[config.mk]
export PLATFORM = sky130hd
export DESIGN_NAME = countdown_timer_pool_unit_flat
export DESIGN_NICKNAME = d
export VERILOG_FILES = /design/src/hw/rtl/ctp_pkg.sv /design/src/hw/rtl/ctp_req_if.sv /design/src/hw/rtl/ctp_rsp_if.sv /design/src/hw/rtl/countdown_timer_pool_unit.sv /design/src/hw/rtl/ctp_ctrl.sv /design/src/hw/rtl/ctp_dp.sv /design/src/flat_wrapper.sv
export SDC_FILE = /design/constraint.sdc
export NUM_CORES = 1
export LEC_CHECK = 0
export BUFFER_PORTS_ARGS = -buffer_cell sky130_fd_sc_hd__buf_2
export CAP_MARGIN = 10
export CORE_ASPECT_RATIO = 2
export CORE_MARGIN = 2
export CORE_UTILIZATION = 33
export DETAILED_ROUTE_END_ITERATION = 16
export GPL_ROUTABILITY_DRIVEN = 0
export PLACE_DENSITY_LB_ADDON = 0.08
export SYNTH_ARGS = -nofsm -noshare
export SYNTH_HDL_FRONTEND = slang
export SYNTH_HIERARCHICAL = 1
export SYNTH_SLANG_ARGS = --single-unit
[constraint.sdc]
create_clock -name clk -period 10.2 [get_ports clk]
set_input_delay 0 -clock clk [delete_from_list [all_inputs] [get_ports clk]]
set_output_delay 0 -clock clk [all_outputs]
set_load 0.03 [all_outputs]
[src/hw/rtl/ctp_pkg.sv]
// Countdown timer pool: shared types and constants.
// No dependencies; used by the interfaces, controller, datapath and top level.
package ctp_pkg;

	// Result status codes
	typedef enum logic [1:0] {
		ST_STARTED   = 2'd0,
		ST_NO_SLOT   = 2'd1,
		ST_TICK_DONE = 2'd2,
		ST_ZERO_WAIT = 2'd3
	} status_t;

	localparam int WAIT_W    = 32;
	localparam int RES_W     = 8;
	localparam int SLOT_IX_W = 3;
	localparam int MASK_W    = 8;
	localparam int DIV_STEPS = WAIT_W;
	localparam int DIV_CW    = $clog2(DIV_STEPS);

	// Controller -> datapath
	typedef struct packed {
		logic    load;      // latch request, reset divider and walk
		logic    div_step;  // one restoring-divide step
		logic    idx_inc;   // advance slot pointer
		logic    claim;     // load current slot with the tick count
		logic    tick_upd;  // decrement current slot if busy
		logic    out_load;  // move result into the output register
		status_t code;      // status of the result being loaded
	} cmd_t;

	// Datapath -> controller
	typedef struct packed {
		logic wait_zero;
		logic div_last;
		logic idx_last;
		logic cur_busy;
		logic out_free;
	} sts_t;

endpackage

[src/hw/rtl/ctp_req_if.sv]
// Request channel of the countdown timer pool (valid/ready plus payload).
// Depends on ctp_pkg for field widths.
interface ctp_req_if;
	logic                         valid;
	logic                         ready;
	logic                         req_type;
	logic [ctp_pkg::WAIT_W-1:0]   wait_us;

	modport source (output valid, req_type, wait_us, input ready);
	modport sink   (input valid, req_type, wait_us, output ready);
endinterface

[src/hw/rtl/ctp_rsp_if.sv]
// Result channel of the countdown timer pool (valid/ready plus payload).
// Depends on ctp_pkg for the status type and field widths.
interface ctp_rsp_if;
	logic                           valid;
	logic                           ready;
	ctp_pkg::status_t               status;
	logic [ctp_pkg::SLOT_IX_W-1:0]  slot_index;
	logic [ctp_pkg::MASK_W-1:0]     expired_mask;

	modport source (output valid, status, slot_index, expired_mask, input ready);
	modport sink   (input valid, status, slot_index, expired_mask, output ready);
endinterface

[src/hw/rtl/countdown_timer_pool_unit.sv]
// Countdown timer pool, top level. One request in flight at a time.
// Start: accept, 32 divide steps (1 quotient bit per cycle), a search of up to
//   NUM_SLOTS slots, then hand-off. A zero wait skips the divide and the search.
// Tick: walks every slot, one per cycle, then hands off its result.
// Next request is taken while the previous result waits in the output register.
// arst_n clears all slots to free and sets resolution_us to 1.
module countdown_timer_pool_unit #(
	parameter int NUM_SLOTS = 8
) (
	input  logic                       clk,
	input  logic                       arst_n,
	input  logic                       cfg_wr_en,
	input  logic [ctp_pkg::RES_W-1:0]  cfg_wr_data,
	ctp_req_if.sink                    req,
	ctp_rsp_if.source                  rsp
);

	// controller/datapath handshake
	ctp_pkg::cmd_t cmd;
	ctp_pkg::sts_t sts;

	// The controller owns sequencing only; all arithmetic and slot
	// storage sits in the datapath.
	ctp_ctrl u_ctrl (
		.clk      (clk),
		.arst_n   (arst_n),
		.in_valid (req.valid),
		.in_ready (req.ready),
		.in_type  (req.req_type),
		.sts      (sts),
		.cmd      (cmd)
	);

	// Divider, slot counters, busy bits and result register.
	ctp_dp #(
		.NUM_SLOTS (NUM_SLOTS)
	) u_dp (
		.clk              (clk),
		.arst_n           (arst_n),
		.cfg_wr_en        (cfg_wr_en),
		.cfg_wr_data      (cfg_wr_data),
		.in_wait          (req.wait_us),
		.cmd              (cmd),
		.sts              (sts),
		.out_valid        (rsp.valid),
		.out_ready        (rsp.ready),
		.out_status       (rsp.status),
		.out_slot_index   (rsp.slot_index),
		.out_expired_mask (rsp.expired_mask)
	);

`ifndef SYNTH
	// ready is dropped once a request is accepted
	a_one_in_flight: assert property (@(posedge clk) disable iff (!arst_n)
		(req.valid && req.ready) |=> !req.ready)
		else $error("request accepted while previous one in flight");

	// only ticks report expired slots
	a_mask_tick_only: assert property (@(posedge clk) disable iff (!arst_n)
		(rsp.valid && (rsp.status != ctp_pkg::ST_TICK_DONE)) |-> (rsp.expired_mask == '0))
		else $error("expired mask set on a start result");

	// only a successful start names a slot
	a_index_start_only: assert property (@(posedge clk) disable iff (!arst_n)
		(rsp.valid && (rsp.status != ctp_pkg::ST_STARTED)) |-> (rsp.slot_index == '0))
		else $error("slot index set on a non-start result");

	// result register is never overwritten while stalled
	a_no_overwrite: assert property (@(posedge clk) disable iff (!arst_n)
		cmd.out_load |-> (!rsp.valid || rsp.ready))
		else $error("result loaded over an untaken result");
`endif

endmodule

[src/hw/rtl/ctp_ctrl.sv]
// Countdown timer pool controller: sequences divide, slot search, tick walk
// and result hand-off. Depends on ctp_pkg (cmd_t, sts_t, status_t).
module ctp_ctrl (
	input  logic             clk,
	input  logic             arst_n,
	input  logic             in_valid,
	output logic             in_ready,
	input  logic             in_type,
	input  ctp_pkg::sts_t    sts,
	output ctp_pkg::cmd_t    cmd
);

	typedef enum logic [2:0] {
		S_IDLE,
		S_DIV,
		S_SCAN,
		S_TICK,
		S_FIN
	} state_t;

	state_t           state_q;
	ctp_pkg::status_t code_q;
	logic             accept;

	assign in_ready = (state_q == S_IDLE);
	assign accept   = in_valid && in_ready;

	always_comb begin
		cmd          = '0;
		cmd.code     = code_q;
		cmd.load     = accept;
		cmd.div_step = (state_q == S_DIV) && !sts.wait_zero;
		cmd.claim    = (state_q == S_SCAN) && !sts.cur_busy;
		cmd.idx_inc  = ((state_q == S_SCAN) && sts.cur_busy && !sts.idx_last) ||
			((state_q == S_TICK) && !sts.idx_last);
		cmd.tick_upd = (state_q == S_TICK);
		cmd.out_load = (state_q == S_FIN) && sts.out_free;
	end

	always_ff @(posedge clk or negedge arst_n) begin
		if (!arst_n) begin
			state_q <= S_IDLE;
			code_q  <= ctp_pkg::ST_STARTED;
		end else begin
			case (state_q)
				S_IDLE: begin
					if (accept) begin
						state_q <= in_type ? S_TICK : S_DIV;
					end
				end
				S_DIV: begin
					if (sts.wait_zero) begin
						code_q  <= ctp_pkg::ST_ZERO_WAIT;
						state_q <= S_FIN;
					end else if (sts.div_last) begin
						state_q <= S_SCAN;
					end
				end
				S_SCAN: begin
					if (!sts.cur_busy) begin
						code_q  <= ctp_pkg::ST_STARTED;
						state_q <= S_FIN;
					end else if (sts.idx_last) begin
						code_q  <= ctp_pkg::ST_NO_SLOT;
						state_q <= S_FIN;
					end
				end
				S_TICK: begin
					if (sts.idx_last) begin
						code_q  <= ctp_pkg::ST_TICK_DONE;
						state_q <= S_FIN;
					end
				end
				S_FIN: begin
					if (sts.out_free) begin
						state_q <= S_IDLE;
					end
				end
				default: begin
					state_q <= S_IDLE;
				end
			endcase
		end
	end

endmodule

[src/hw/rtl/ctp_dp.sv]
// Countdown timer pool datapath: resolution register, serial divider,
// slot counters with busy bits, and the result register. Depends on ctp_pkg.
module ctp_dp #(
	parameter int NUM_SLOTS = 8
) (
	input  logic                           clk,
	input  logic                           arst_n,
	input  logic                           cfg_wr_en,
	input  logic [ctp_pkg::RES_W-1:0]      cfg_wr_data,
	input  logic [ctp_pkg::WAIT_W-1:0]     in_wait,
	input  ctp_pkg::cmd_t                  cmd,
	output ctp_pkg::sts_t                  sts,
	output logic                           out_valid,
	input  logic                           out_ready,
	output ctp_pkg::status_t               out_status,
	output logic [ctp_pkg::SLOT_IX_W-1:0]  out_slot_index,
	output logic [ctp_pkg::MASK_W-1:0]     out_expired_mask
);

	localparam int IW = (NUM_SLOTS > 1) ? $clog2(NUM_SLOTS) : 1;

	logic [ctp_pkg::RES_W-1:0]   resolution_q;
	logic [ctp_pkg::RES_W-1:0]   res_q;
	logic [ctp_pkg::WAIT_W-1:0]  dvd_q;      // dividend in, quotient out
	logic [ctp_pkg::RES_W-1:0]   rem_q;
	logic [ctp_pkg::DIV_CW-1:0]  cnt_q;
	logic                        wait_zero_q;
	logic [IW-1:0]               idx_q;
	logic [ctp_pkg::MASK_W-1:0]  mask_q;
	logic [NUM_SLOTS-1:0]        busy_q;
	logic [ctp_pkg::WAIT_W-1:0]  slot_ticks_q [NUM_SLOTS];
	logic                        out_valid_q;

	logic [ctp_pkg::RES_W:0]     trial;
	logic                        trial_ge;
	logic [ctp_pkg::WAIT_W-1:0]  ticks;
	logic [ctp_pkg::WAIT_W-1:0]  cur_dec;

	assign trial    = {rem_q, dvd_q[ctp_pkg::WAIT_W-1]};
	assign trial_ge = trial >= {1'b0, res_q};
	// ceiling: bump the quotient when anything is left over
	assign ticks    = dvd_q + ctp_pkg::WAIT_W'(rem_q != '0);
	assign cur_dec  = slot_ticks_q[idx_q] - ctp_pkg::WAIT_W'(1);

	assign sts.wait_zero = wait_zero_q;
	assign sts.div_last  = (cnt_q == ctp_pkg::DIV_CW'(ctp_pkg::DIV_STEPS - 1));
	assign sts.idx_last  = (idx_q == IW'(NUM_SLOTS - 1));
	assign sts.cur_busy  = busy_q[idx_q];
	assign sts.out_free  = !out_valid_q || out_ready;

	assign out_valid = out_valid_q;

	// control state
	always_ff @(posedge clk or negedge arst_n) begin
		if (!arst_n) begin
			resolution_q <= ctp_pkg::RES_W'(1);
			busy_q       <= '0;
			out_valid_q  <= 1'b0;
		end else begin
			if (cfg_wr_en) begin
				resolution_q <= cfg_wr_data;
			end
			if (cmd.claim) begin
				busy_q[idx_q] <= 1'b1;
			end else if (cmd.tick_upd && busy_q[idx_q] && (cur_dec == '0)) begin
				busy_q[idx_q] <= 1'b0;
			end
			if (cmd.out_load) begin
				out_valid_q <= 1'b1;
			end else if (out_ready) begin
				out_valid_q <= 1'b0;
			end
		end
	end

	// payload
	always_ff @(posedge clk) begin
		if (cmd.load) begin
			res_q       <= (resolution_q == '0) ? ctp_pkg::RES_W'(1) : resolution_q;
			dvd_q       <= in_wait;
			rem_q       <= '0;
			cnt_q       <= '0;
			wait_zero_q <= (in_wait == '0);
			idx_q       <= '0;
			mask_q      <= '0;
		end else begin
			if (cmd.div_step) begin
				rem_q <= trial_ge ? ctp_pkg::RES_W'(trial - {1'b0, res_q})
					: ctp_pkg::RES_W'(trial);
				dvd_q <= {dvd_q[ctp_pkg::WAIT_W-2:0], trial_ge};
				cnt_q <= cnt_q + ctp_pkg::DIV_CW'(1);
			end
			if (cmd.idx_inc) begin
				idx_q <= idx_q + IW'(1);
			end
			if (cmd.tick_upd && busy_q[idx_q] && (cur_dec == '0)) begin
				// slots past the field width drop out of the shift
				mask_q <= mask_q | (ctp_pkg::MASK_W'(1) << idx_q);
			end
		end
		if (cmd.claim) begin
			slot_ticks_q[idx_q] <= ticks;
		end else if (cmd.tick_upd && busy_q[idx_q]) begin
			slot_ticks_q[idx_q] <= cur_dec;
		end
		if (cmd.out_load) begin
			out_status       <= cmd.code;
			out_slot_index   <= (cmd.code == ctp_pkg::ST_STARTED)
				? ctp_pkg::SLOT_IX_W'(idx_q) : '0;
			out_expired_mask <= (cmd.code == ctp_pkg::ST_TICK_DONE) ? mask_q : '0;
		end
	end

endmodule

[src/flat_wrapper.sv]
// flat-port wrapper written by rule: the top's interface ports become plain ports
module countdown_timer_pool_unit_flat 
#(
	parameter int NUM_SLOTS = 8
)
  (clk, arst_n, cfg_wr_en, cfg_wr_data, req_valid, req_req_type, req_wait_us, req_ready, rsp_valid, rsp_status, rsp_slot_index, rsp_expired_mask, rsp_ready);
  ctp_req_if req_i ();
  ctp_rsp_if rsp_i ();
  input  logic clk;
  input  logic arst_n;
  input  logic cfg_wr_en;
  input  logic [ctp_pkg::RES_W-1:0] cfg_wr_data;
  input wire logic [$bits(req_i.valid)-1:0] req_valid;
  input wire logic [$bits(req_i.req_type)-1:0] req_req_type;
  input wire logic [$bits(req_i.wait_us)-1:0] req_wait_us;
  output wire logic [$bits(req_i.ready)-1:0] req_ready;
  output wire logic [$bits(rsp_i.valid)-1:0] rsp_valid;
  output wire logic [$bits(rsp_i.status)-1:0] rsp_status;
  output wire logic [$bits(rsp_i.slot_index)-1:0] rsp_slot_index;
  output wire logic [$bits(rsp_i.expired_mask)-1:0] rsp_expired_mask;
  input wire logic [$bits(rsp_i.ready)-1:0] rsp_ready;
  assign req_i.valid = req_valid;
  assign req_i.req_type = req_req_type;
  assign req_i.wait_us = req_wait_us;
  assign req_ready = req_i.ready;
  assign rsp_valid = rsp_i.valid;
  assign rsp_status = rsp_i.status;
  assign rsp_slot_index = rsp_i.slot_index;
  assign rsp_expired_mask = rsp_i.expired_mask;
  assign rsp_i.ready = rsp_ready;
  countdown_timer_pool_unit #(.NUM_SLOTS(NUM_SLOTS)) u_core (.clk(clk), .arst_n(arst_n), .cfg_wr_en(cfg_wr_en), .cfg_wr_data(cfg_wr_data), .req(req_i), .rsp(rsp_i));
endmodule
======== Word-level counts from Yosys, hierarchy flattened ========
Memories as Yosys holds them, arrays and structs flattened. A register that Yosys moved wholly into a read port is not among the register bits.
Index checks and enable logic that the tools add are counted.
storage, ports and cells
  register bits after elaboration ......... 100
  RAM bits ................................ 256
  input port bits ......................... 46
  output and inout bits ................... 15
  word-level logic and storage cells ...... 103
  memories kept ........................... 1
memory list
  name                      depth  width  read ports  clocked after Yosys merged registers in  wr ports  RTL line      text
  u_core.u_dp.slot_ticks_q  8      32     1           1                                        1         ctp_dp.sv:31  logic [ctp_pkg::WAIT_W-1:0] slot_ticks_q [NUM_SLOTS];
cells by class
  add/subtract/negate cells ............... 5
  order comparisons ....................... 3
  equal/unequal tests ..................... 13
  shifts and indexed selects .............. 1
  mux-type cells .......................... 32
  bitwise logic cells ..................... 5
  reduce and logical (&&, ||, !) cells .... 28
operators with widths
  kind                     count
  $mux W32                 3
  $logic_not A32 Y1        2
  $add A32 B1 Y32          1
  $sub A32 B1 Y32 const B  1
  $mux W3                  8
  $mux W8                  3
  $or A8 B8 Y8             2
  $pmux W3 S5              1
  $logic_and A1 B1 Y1      10
  $mux W2                  5
  $ge A9 B8 Y1             1
  $mux W1                  9
  $and A8 B8 Y8            1
  $logic_not A8 Y1         1
  $not A8 Y8               1
  $reduce_bool A8 Y1       1
  $shl A1 B3 Y8 const A    1
  $sub A8 B8 Y8            1
  $eq A3 B2 Y1 const B     2
  $eq A3 B3 Y1 const B     2
  $pmux W2 S3              1
  $reduce_bool A2 Y1       3
  $add A5 B1 Y5 const B    1
  $eq A5 B5 Y1 const B     1
  19 further kinds         25

======== Longest topological paths before layout ========
Gate-level depths: netlist (run 1).
  depth after elaboration ................. 8
  depth in mapped cells ................... 16
  gate-level depth less buffers ........... 12

======== Cells and area by module ========
Netlist (run 1), hierarchy kept.
modules (own cells, without submodules)
  module    instances  cells each  area each (sq um)  seq. area each (sq um)
  ctp_dp    1          1030        15810.2            10276.1
  ctp_ctrl  1          41          350.3              125.1

======== Least setup slack after synthesis (run 1) ========
OpenSTA, ideal clock, no wires.
  path type ............................... register to register
  start point ............................. register u_core.u_dp.idx_q[0]
  end point ............................... memory u_core/u_dp/slot_ticks_q[0][0] (netlist name), enable pin
  setup time .............................. 421 ps
  arrival time ............................ 3357 ps
  required time ........................... 9779 ps
  setup slack ............................. 6421 ps
  stages on the path, launching flop included .. 8
  path buffers ............................ 1
  clock period less this slack ............ 3779 ps
  path through ............................ dfxtp_1 -> clkbuf_1 -> mux4_2 -> nand2_1 -> nand2_1 -> nor3_1 -> o21ai_0 -> nor2_1
RTL lines
  item                    RTL line      text
  from (decl)             ctp_dp.sv:28  logic [IW-1:0] idx_q;
  from (signal assigned)  ctp_dp.sv:94  idx_q <= idx_q + IW'(1);
  to (decl)               ctp_dp.sv:31

==> results of run 1 <==
worst max-delay path: stages, from the launching register on:
cell and delay, ns:
dfxtp_4 0.76, buf_4 0.57, mux4_2 0.58, mux2i_2 0.36, nand4_2 0.20, nor3_2 0.69, nand4_1 0.21, xnor2_1 0.29
nor4b_2 0.23, and4_1 0.69, a32o_1 0.27
per-layer routing:
layer / wire [microns] / GRT usage [%] / part of all wire (%)
met1: 16090 / 19.05 / 38
met2: 23940 / 33.24 / 57
met3: 1033 / 1.696 / 2.4
met4: 1130 / 5.242 / 2.7
met5: 0 / 0 / 0
state kept, by name (all words and copies together) (netlist names), 5 cells and up, named ones only:
signal	flops
u_core/u_dp/slot_ticks_q	256
u_core/u_dp/out_expired_mask	8
u_core/u_dp/rem_q	8
u_core/u_dp/mask_q	8
u_core/u_dp/resolution_q	8
u_core/u_dp/res_q	8
u_core/u_dp/cnt_q	5
u_core/u_dp/dvd_q	32
area by class of cell:
class / instances / area (sq um) / area share (%)
Clock inverter: 16 / 157.7 / 0.8372
Timing Repair Buffer: 130 / 955.9 / 5.076
Sequential cell: 359 / 10410 / 55.28
Antenna cell: 1 / 2.502 / 0.01329
Tap cell: 638 / 798.3 / 4.239
Inverter: 23 / 86.33 / 0.4585
Multi-Input combinational cell: 633 / 5456 / 28.98
Clock buffer: 47 / 963.4 / 5.116
metrics by stage:
stage,cell area [sq um],hold slack [ns]
global route,18830,0.05719
global placement,17160,0.04686
detailed placement,17160,0.04515
floorplan,16160,-0.2956
CTS,18820,0.02028
finish,18830,0.01316
cells in the final DEF, fill, tap and decap left out, types with 17 or more instances in the layout:
cell type | Yosys | final
edfxtp_1 | 310 | 310
nor2_1 | 81 | 73
buf_2 | 9 | 61
nand2_1 | 59 | 59
mux4_2 | 59 | 59
dlygate4sd3_1 | 0 | 53
mux2_2 | 48 | 48
clkbuf_16 | 0 | 37
a21oi_1 | 36 | 36
xnor2_1 | 35 | 35
o21ai_0 | 31 | 31
xor2_1 | 28 | 28
nand3_1 | 26 | 26
mux2i_1 | 24 | 24
dfxtp_1 | 27 | 24
inv_1 | 23 | 23
dfrtp_1 | 21 | 21
ha_1 | 20 | 20
nor3_1 | 20 | 19
nand4_1 | 17 | 17
power groups by stage:
stage               Sequential (W)  Clock, W  Combinational [W]
floorplan                  0.00222         0            0.00117
global placement           0.00233         0            0.00163
detailed placement         0.00233         0            0.00164
CTS                        0.00230   0.00135            0.00166
global route               0.00233   0.00139            0.00179
finish                     0.00229   0.00130            0.00162
what timing repair did:
action                                  CTS  global route
endpoints found under the hold margin    67             0
endpoints found under the setup margin    0             0
hold buffers                             53             0
final timing paths:
kind                       depth (start not counted)  slack, ns                               start                                      end
setup / recovery                                  10       5.19                            register       u_core/u_dp/mask_q[4]$_SDFFE_PP0P_
hold / removal                                     2       0.01                              arst_n      u_core/u_ctrl/code_q[0]$_DFFE_PN0P_
setup reg to reg                                  10       5.19                            register       u_core/u_dp/mask_q[4]$_SDFFE_PP0P_
hold reg to reg                                    1       0.46  u_core/u_dp/mask_q[5]$_SDFFE_PP0P_       u_core/u_dp/mask_q[5]$_SDFFE_PP0P_
max in group asynchronous                          2       9.78                              arst_n  u_core/u_dp/resolution_q[4]$_DFFE_PN0P_
min in group clk                                   4       0.32                           rsp_ready        u_core/u_dp/out_valid$_DFFE_PN0P_
cell families after synthesis:
group / count (synthesis)
multiplexers: 140
XOR/XNOR: 63
AO/OA/AOI/OAI: 117
flip-flops: 359
adder cells (fa/ha/maj): 21
AND/OR/NAND/NOR: 292
buffers and inverters: 79
==> run metrics, run 1 <==
max cap viols 0; drt first pass iters 4; final core occ 38.94%; core footprint 48350 sq um; TritonCTS buffer count 35; worst-skew pair later-pin latency 0.53 ns; CTS clk-pin slew, worst paths 0.07 ns; final net count 1249; initial drt markers 488; worst hold path type in -> async; antenna violations before repair 1; Cells after Synth 1071; share of cells above drive strength 1 22.35%; number of synthesized flops with an enable pin 310; most frequent cell after synthesis edfxtp_1; Synthesis Warnings 6; final wirelength 42.20 mm; Cell Pwr Density 276.8 nW/um^2; post-route ant nets 0; clock buffer depth 3; postcts setup bufs 0; clock sinks 359; critical path class reg -> reg; area fraction in and, or, nand and nor cells after synthesis 9.415%; Primary FF master, synth edfxtp_1; Switching Share 34.26%; Die Ht 317.0 microns; port bufs 60; max-slew violations 0; Clock power frac 24.9%; worst path required time 10.67 ns; post-synth top area share 57.60%; row count 114; Max Clk Rate 0.1996 GHz; pin count of the biggest net entering global routing 66; Die Span X 160.5 microns; Distinct cells, synth 67; Gate power share 31.2%; Synth Register Bits 359; Detailed Place HPWL 27.75 mm; Design Power 0.005212 W; filler instances 4535; Placed Instances 1728; I/O pins 61; worst setup margin 5.190 ns; area growth from synthesis to layout 16.52%; Leakage 6.219 nW; Post-Synth XOR/XNOR Area 3.414%; Final Hold Violating Endpoints 0; clock root buffer clkbuf_16; CP Capture Type register; Seq pwr share 44.0%; Worst VDD drop 252.5 uV; GRT overflow 0; routed len/inst 22.85 microns; vias 9362; Fin Setup TNS 0 ns; area leader, netlist edfxtp_1; Initial Util 33.42%; Setup Skew 0.02114 ns; Tot GR Track Use 16.92%; run status finished, final reports clean; CP startpoint kind register; vias in the first global route 10.05k; sw power 0.001786 W; via/cell ratio 5.069; max_slew headroom 26.98%; internal power 0.003426 W; final std cells w/o fill 1847; global-route wire length before repair 63.78 mm; post-place setup slack 5.091 ns; CTS tree built; Mean Syn Cell Area 15.09 sq um; post-cts resize count 0; worst slew pin tran 1.084 ns; Mapped Area 16160 sq um; async set or reset register ratio after synthesis 6.128%; Synth Area in Adders 1.672%; Die ar. 50860 sq um; min cycle time layout 5.010 ns; Worst Path Max Fanout 30; ranking of synthesized cells by area edfxtp_1 58%, mux4_2 8.2%, dfxtp_1 3.3%, mux2_2 3.3%, dfrtp_1 3.3%; drc violations 0; post-synthesis mux area share 14.01%; largest family of logic cells by synthesized area multiplexers; Setup Viol. Count Final 0; post-synthesis compound-gate area fraction 4.669%; crit path DAT 5.48 ns; commonest cells in the netlist 310 x edfxtp_1, 81 x nor2_1, 59 x mux4_2, 59 x nand2_1, 48 x mux2_2; post-synthesis sequential area ratio 64.36%; period utilization 49.12%; H-tree depth 2; Syn Nets 1138; RSZ-0062 raised after global routing no
(Power assumes the default switching activity.)
==> run 2, diff against run 1 <==
==> constraint.sdc (replaced) <==
create_clock -name clk -period 4.8 [get_ports clk]
set_input_delay 0 -clock clk [delete_from_list [all_inputs] [get_ports clk]]
set_output_delay 0 -clock clk [all_outputs]
set_load 0.03 [all_outputs]
==> run 2 against run 1 <==
Clock power increased by 100%. Worst setup slack got worse by 4.7 ns. Core utilization increased by 0.42 points.
==> run metrics, run 2 (synthesis gave the netlist of run 1 again) <==
run status finished, final reports clean; Setup Skew 0.02112 ns; via/cell ratio 5.050; critical path's slowest cell nor4_1; CP Capture Type register; CTS tree built; worst path required time 5.28 ns; clock sinks 359; Die Span X 160.5 microns; max_slew headroom 17.81%; port bufs 60; postcts setup bufs 0; post-route ant nets 0; H-tree depth 2; clock root buffer clkbuf_16; Design Power 0.01112 W; post-cts resize count 0; Leakage 6.344 nW; Cell Pwr Density 584.1 nW/um^2; RSZ-0062 raised after global routing no; TritonCTS buffer count 35; worst slew pin tran 1.220 ns; Final Hold Violating Endpoints 0; drc violations 0; Worst Path Max Fanout 36; Initial Util 33.42%; pin count of the biggest net entering global routing 38; filler instances 4551; hold path start req_wait_us[6]; final net count 1276; max cap viols 0; core footprint 48350 sq um; final wirelength 42.62 mm; CTS clk-pin slew, worst paths 0.06 ns; antenna violations before repair 0; Worst VDD drop 332.1 uV; clock buffer depth 3; Worst Hold Endpoint u_core/u_dp/dvd_q[6]$_DFFE_PP_; share of cells above drive strength 1 23.60%; global-route wire length before repair 64.18 mm; vias 9449; R2R depth 11; Tot GR Track Use 17.14%; CP startpoint kind register; I/O pins 61; CP max stage delay 0.71 ns; CP delay by family, top simple AND/OR/NAND/NOR gates; Max Clk Rate 0.2325 GHz; initial drt markers 532; min cycle time layout 4.300 ns; worst-skew pair later-pin latency 0.54 ns; # diodes 0; Min Hold Slack 0.3072 ns; row count 114; WHS Path Cells 4; crit-path cells buf_12 -> mux4_2 -> mux2i_2 -> nand4_1 -> nor4_1 -> nand3_1 -> xor2_1 -> o311a_1 -> and4_1 -> buf_12 -> a32o_1; final std cells w/o fill 1871; drt first pass iters 5; area growth from synthesis to layout 17.79%; Regs by FF count u_core/u_dp/slot_ticks_q (256), u_core/u_dp/dvd_q (32); GRT overflow 0; routed len/inst 22.78 microns; Fin Setup TNS 0 ns; Setup Viol. Count Final 0; Most common cell on crit path buf_12; crit path DAT 4.78 ns; reg2reg end u_core/u_dp/mask_q[4]$_SDFFE_PP0P_; Placed Instances 1755; flop2flop setup slack 0.50 ns; worst hold path type in -> reg; period utilization 89.59%; critical path class reg -> reg; Die ar. 50860 sq um; vias in the first global route 10.22k; Die Ht 317.0 microns; Biggest register u_core/u_dp/slot_ticks_q; Largest register FFs 256; Detailed Place HPWL 28.44 mm; commonest non-fill, non-tap cell in the layout edfxtp_1; WP buf/inv 2; leading cell types in the layout, fill and taps excluded 310 x edfxtp_1, 73 x nor2_1, 60 x buf_2, 59 x nand2_1, 59 x mux4_2; max-slew violations 0
-- run 2: cell types whose count changed in the layout (fill, tap and decap cells not counted) --
cell / delta
inv_6: +1
clkinvlp_4: -1
clkbuf_1: +1
buf_2: -1
dlygate4sd3_1: +2
clkinv_1: +1
buf_4: +23
buf_12: +4
clkinv_2: -3
bufinv_16: -2
clkbuf_4: -1
clkbuf_8: +1
diode_2: -1
-- run 2: cell type report --
class	instances	area, sq um	share of cell area (%)
flip-flops and latches	359	10410	54.69
repair buffers	157	1216	6.389
well taps	638	798.3	4.193
inverters	23	86.33	0.4535
clock inverters	12	87.58	0.4601
multi-input cells	633	5456	28.66
clock buffers	49	980.9	5.153
-- run 2: timing repair --
action | 4_1_cts | 5_1_grt
setup endpoints to repair | 0 | 0
hold buffers | 55 | 0
hold endpoints to repair | 67 | 0
-- run 2: power by group --
part           switching, W  internal, W
clock network       0.00117      0.00148
logic               0.00224      0.00141
registers          0.000400      0.00441
total               0.00382      0.00730
-- run 2: stage by stage --
stage	util, %	instance area (sq um)	worst slack (ns)
after floorplan	-	16160	1.021
after global placement	36.02	17420	0.5204
after detailed placement	36.02	17420	0.5825
after CTS	39.37	19040	0.5563
after global routing	39.37	19040	0.4625
final	39.37	19040	0.4996
-- run 2: worst max path at each step --
stage,start,endpoint,slack (ns),cells past startpoint
after global placement,register,u_core/u_dp/mask_q[1]$_SDFFE_PP0P_,0.52,11
final,register,u_core/u_dp/mask_q[4]$_SDFFE_PP0P_,0.50,11
after floorplan,u_core/u_dp/idx_q[0]$_SDFFE_PP0P_,u_core/u_dp/slot_ticks_q[0][0]$_DFFE_PP_,1.02,7
after CTS,register,u_core/u_dp/mask_q[4]$_SDFFE_PP0P_,0.56,11
after detailed placement,register,u_core/u_dp/mask_q[4]$_SDFFE_PP0P_,0.58,11
after global routing,register,u_core/u_dp/mask_q[2]$_SDFFE_PP0P_,0.46,11
-- run 2: worst min-delay path, stage by stage --
cell and delay (ns):
dlygate4sd3_1 0.52, buf_2 0.11, nand2_1 0.05, o21ai_0 0.06
-- run 2: metal layers --
layer,routed length [microns],GRT usage [%],vias up
li1,-,-,4381
met1,15760,18.40,4846
met2,24470,34.21,160
met3,1108,1.735,62
met4,1285,6.327,0
met5,0,0,-
==> run 3, diff against run 2 <==
--- a/config.mk
+++ b/config.mk
@@ -12,7 +12,7 @@
 export CORE_UTILIZATION = 33
 export DETAILED_ROUTE_END_ITERATION = 16
 export GPL_ROUTABILITY_DRIVEN = 0
-export PLACE_DENSITY_LB_ADDON = 0.08
+export PLACE_DENSITY_LB_ADDON = 0.2
 export SYNTH_ARGS = -nofsm -noshare
 export SYNTH_HDL_FRONTEND = slang
 export SYNTH_HIERARCHICAL = 1
==> run 3 against run 2 <==
Core utilization down 0.34 points. Clock power down 5%. Non-clock buffer count down 8. Cell count down 0.75%. Die area unchanged. Fmax down 3.5%. Sequential share of layout area up 0.46 points. Critical path type unchanged. Critical endpoint is now u_core/u_dp/mask_q[2]$_SDFFE_PP0P_. Largest power group unchanged.
==> run metrics, run 3 (synthesis gave the netlist of run 1 again) <==
leading cell types in the layout, fill and taps excluded 310 x edfxtp_1, 73 x nor2_1, 60 x buf_2, 59 x nand2_1, 59 x mux4_2; sw power 0.003736 W; final wirelength 40.88 mm; antenna violations before repair 0; # diodes 0; commonest non-fill, non-tap cell in the layout edfxtp_1; Clock power frac 23.1%; Worst VDD drop 334.8 uV; share of cells above drive strength 1 23.38%; global-route wire length before repair 61.71 mm; Switching Share 34.29%; Largest register FFs 256; max-slew violations 0; crit-path cells mux4_2 -> mux2i_1 -> ha_1 -> nand3_1 -> nor3_4 -> a41oi_1 -> nor4b_1 -> and4_1 -> buf_4 -> a32o_1; Regs by FF count u_core/u_dp/slot_ticks_q (256), u_core/u_dp/dvd_q (32); worst path required time 5.32 ns; Initial Util 33.42%; Placed Area 17300 sq um; Tot GR Track Use 16.25%; crit path DAT 4.98 ns; Die Span X 160.5 microns; Setup Skew 0.02198 ns; initial drt markers 483; vias 9414; Gate power share 32.8%; Biggest register u_core/u_dp/slot_ticks_q; post-route ant nets 0; worst hold path type in -> reg; I/O pins 61; routed len/inst 22.02 microns; max cap viols 0; Seq pwr share 44.1%; critical path's slowest cell dfxtp_4; Fin Setup TNS 0 ns; cell area after layout 18870 sq um; Detailed Place HPWL 27.52 mm; via/cell ratio 5.069; Die ar. 50860 sq um; critical path class reg -> reg; Cell Pwr Density 577.3 nW/um^2; filler instances 4507; vias in the first global route 10.17k; postcts setup bufs 0; area growth from synthesis to layout 16.79%; CP max stage delay 0.64 ns; Leakage 6.276 nW; worst slew pin tran 1.093 ns; CTS clk-pin slew, worst paths 0.07 ns; Setup Viol. Count Final 0; drc violations 0; CP Capture Type register; worst-skew pair later-pin latency 0.59 ns; port bufs 60; min cycle time layout 4.457 ns; period utilization 92.86%; CP startpoint kind register; core footprint 48350 sq um; clock sinks 359; final net count 1263; Die Ht 317.0 microns; TritonCTS buffer count 30; internal power 0.007160 W; Max Clk Rate 0.2244 GHz; Final Hold Violating Endpoints 0; pin count of the biggest net entering global routing 64; RSZ-0062 raised after global routing no; GRT overflow 0; H-tree depth 1; max_slew headroom 26.34%; Worst Path Max Fanout 21; CTS tree built; clock buffer depth 3; row count 114; drt first pass iters 5; run status finished, final reports clean; clock root buffer clkbuf_16
-- run 3: power groups by stage --
stage | sequential (W) | combinational [W] | clock, W
after floorplan | 0.00471 | 0.00250 | 0
after global placement | 0.00488 | 0.00355 | 0
after detailed placement | 0.00489 | 0.00359 | 0
after CTS | 0.00482 | 0.00364 | 0.00260
after global routing | 0.00488 | 0.00391 | 0.00269
final | 0.00481 | 0.00357 | 0.00252
-- run 3: stage by stage --
step | power, W | utilization, % | worst slack (ns) | instances | hold slack (ns)
floorplan | 0.007209 | - | 1.021 | 1071 | -0.2956
global placement | 0.008423 | 35.79 | 0.2269 | 1746 | 0.06016
detailed placement | 0.008482 | 35.79 | 0.1120 | 1746 | 0.06345
CTS | 0.01107 | 39.02 | 0.08614 | 1857 | 0.2306
global route | 0.01148 | 39.03 | 0.03327 | 1857 | 0.2768
finish | 0.01090 | 39.03 | 0.3428 | 1857 | 0.2683
-- run 3: path summary, 6_finish.rpt --
check / depth (start not counted) / end / startpoint / slack (ns)
hold reg to reg: 1 / u_core/u_dp/mask_q[6]$_SDFFE_PP0P_ / u_core/u_dp/mask_q[6]$_SDFFE_PP0P_ / 0.47
min in group asynchronous: 3 / u_core/u_dp/resolution_q[0]$_DFFE_PN1P_ / arst_n / 0.54
setup reg to reg: 10 / u_core/u_dp/mask_q[2]$_SDFFE_PP0P_ / register / 0.34
setup / recovery: 10 / u_core/u_dp/mask_q[2]$_SDFFE_PP0P_ / register / 0.34
hold / removal: 4 / u_core/u_dp/dvd_q[31]$_DFFE_PP_ / req_wait_us[31] / 0.27
max in group asynchronous: 4 / u_core/u_dp/resolution_q[3]$_DFFE_PN0P_ / arst_n / 4.08
-- run 3: cell type report --
| cell class | instances | area, sq um | share of cell area [%] |
|---|---|---|---|
| flip-flops and latches | 359 | 10410 | 55.14 |
| multi-input cells | 633 | 5458 | 28.92 |
| repair buffers | 149 | 1131 | 5.993 |
| clock buffers | 40 | 839.6 | 4.448 |
| well taps | 638 | 798.3 | 4.230 |
| clock inverters | 15 | 152.6 | 0.8088 |
| inverters | 23 | 86.33 | 0.4574 |
-- run 3: repair_timing --
item / in CTS / in global routing
hold endpoints to repair: 67 / 0
resized for setup: 0 / 1
endpoints found under the setup margin: 0 / 16
hold buffers: 56 / 0
-- run 3: critical path: cells and delay by family, from the launching register on --
family / cells / cell delay, ns
simple gates: 4 / 1.64
fa+ha+maj: 1 / 0.29
compound gates: 2 / 0.50
buf+inv: 1 / 0.25
flops: 1 / 0.64
mux: 2 / 1.03
-- run 3: metal layers --
layer / part of all wire, % / global-route usage, % / vias to the layer above
li1: - / - / 4353
met1: 37 / 17.13 / 4853
met2: 58 / 33.56 / 164
met3: 2.6 / 1.265 / 44
met4: 2.3 / 4.975 / 0
met5: 0 / 0 / -
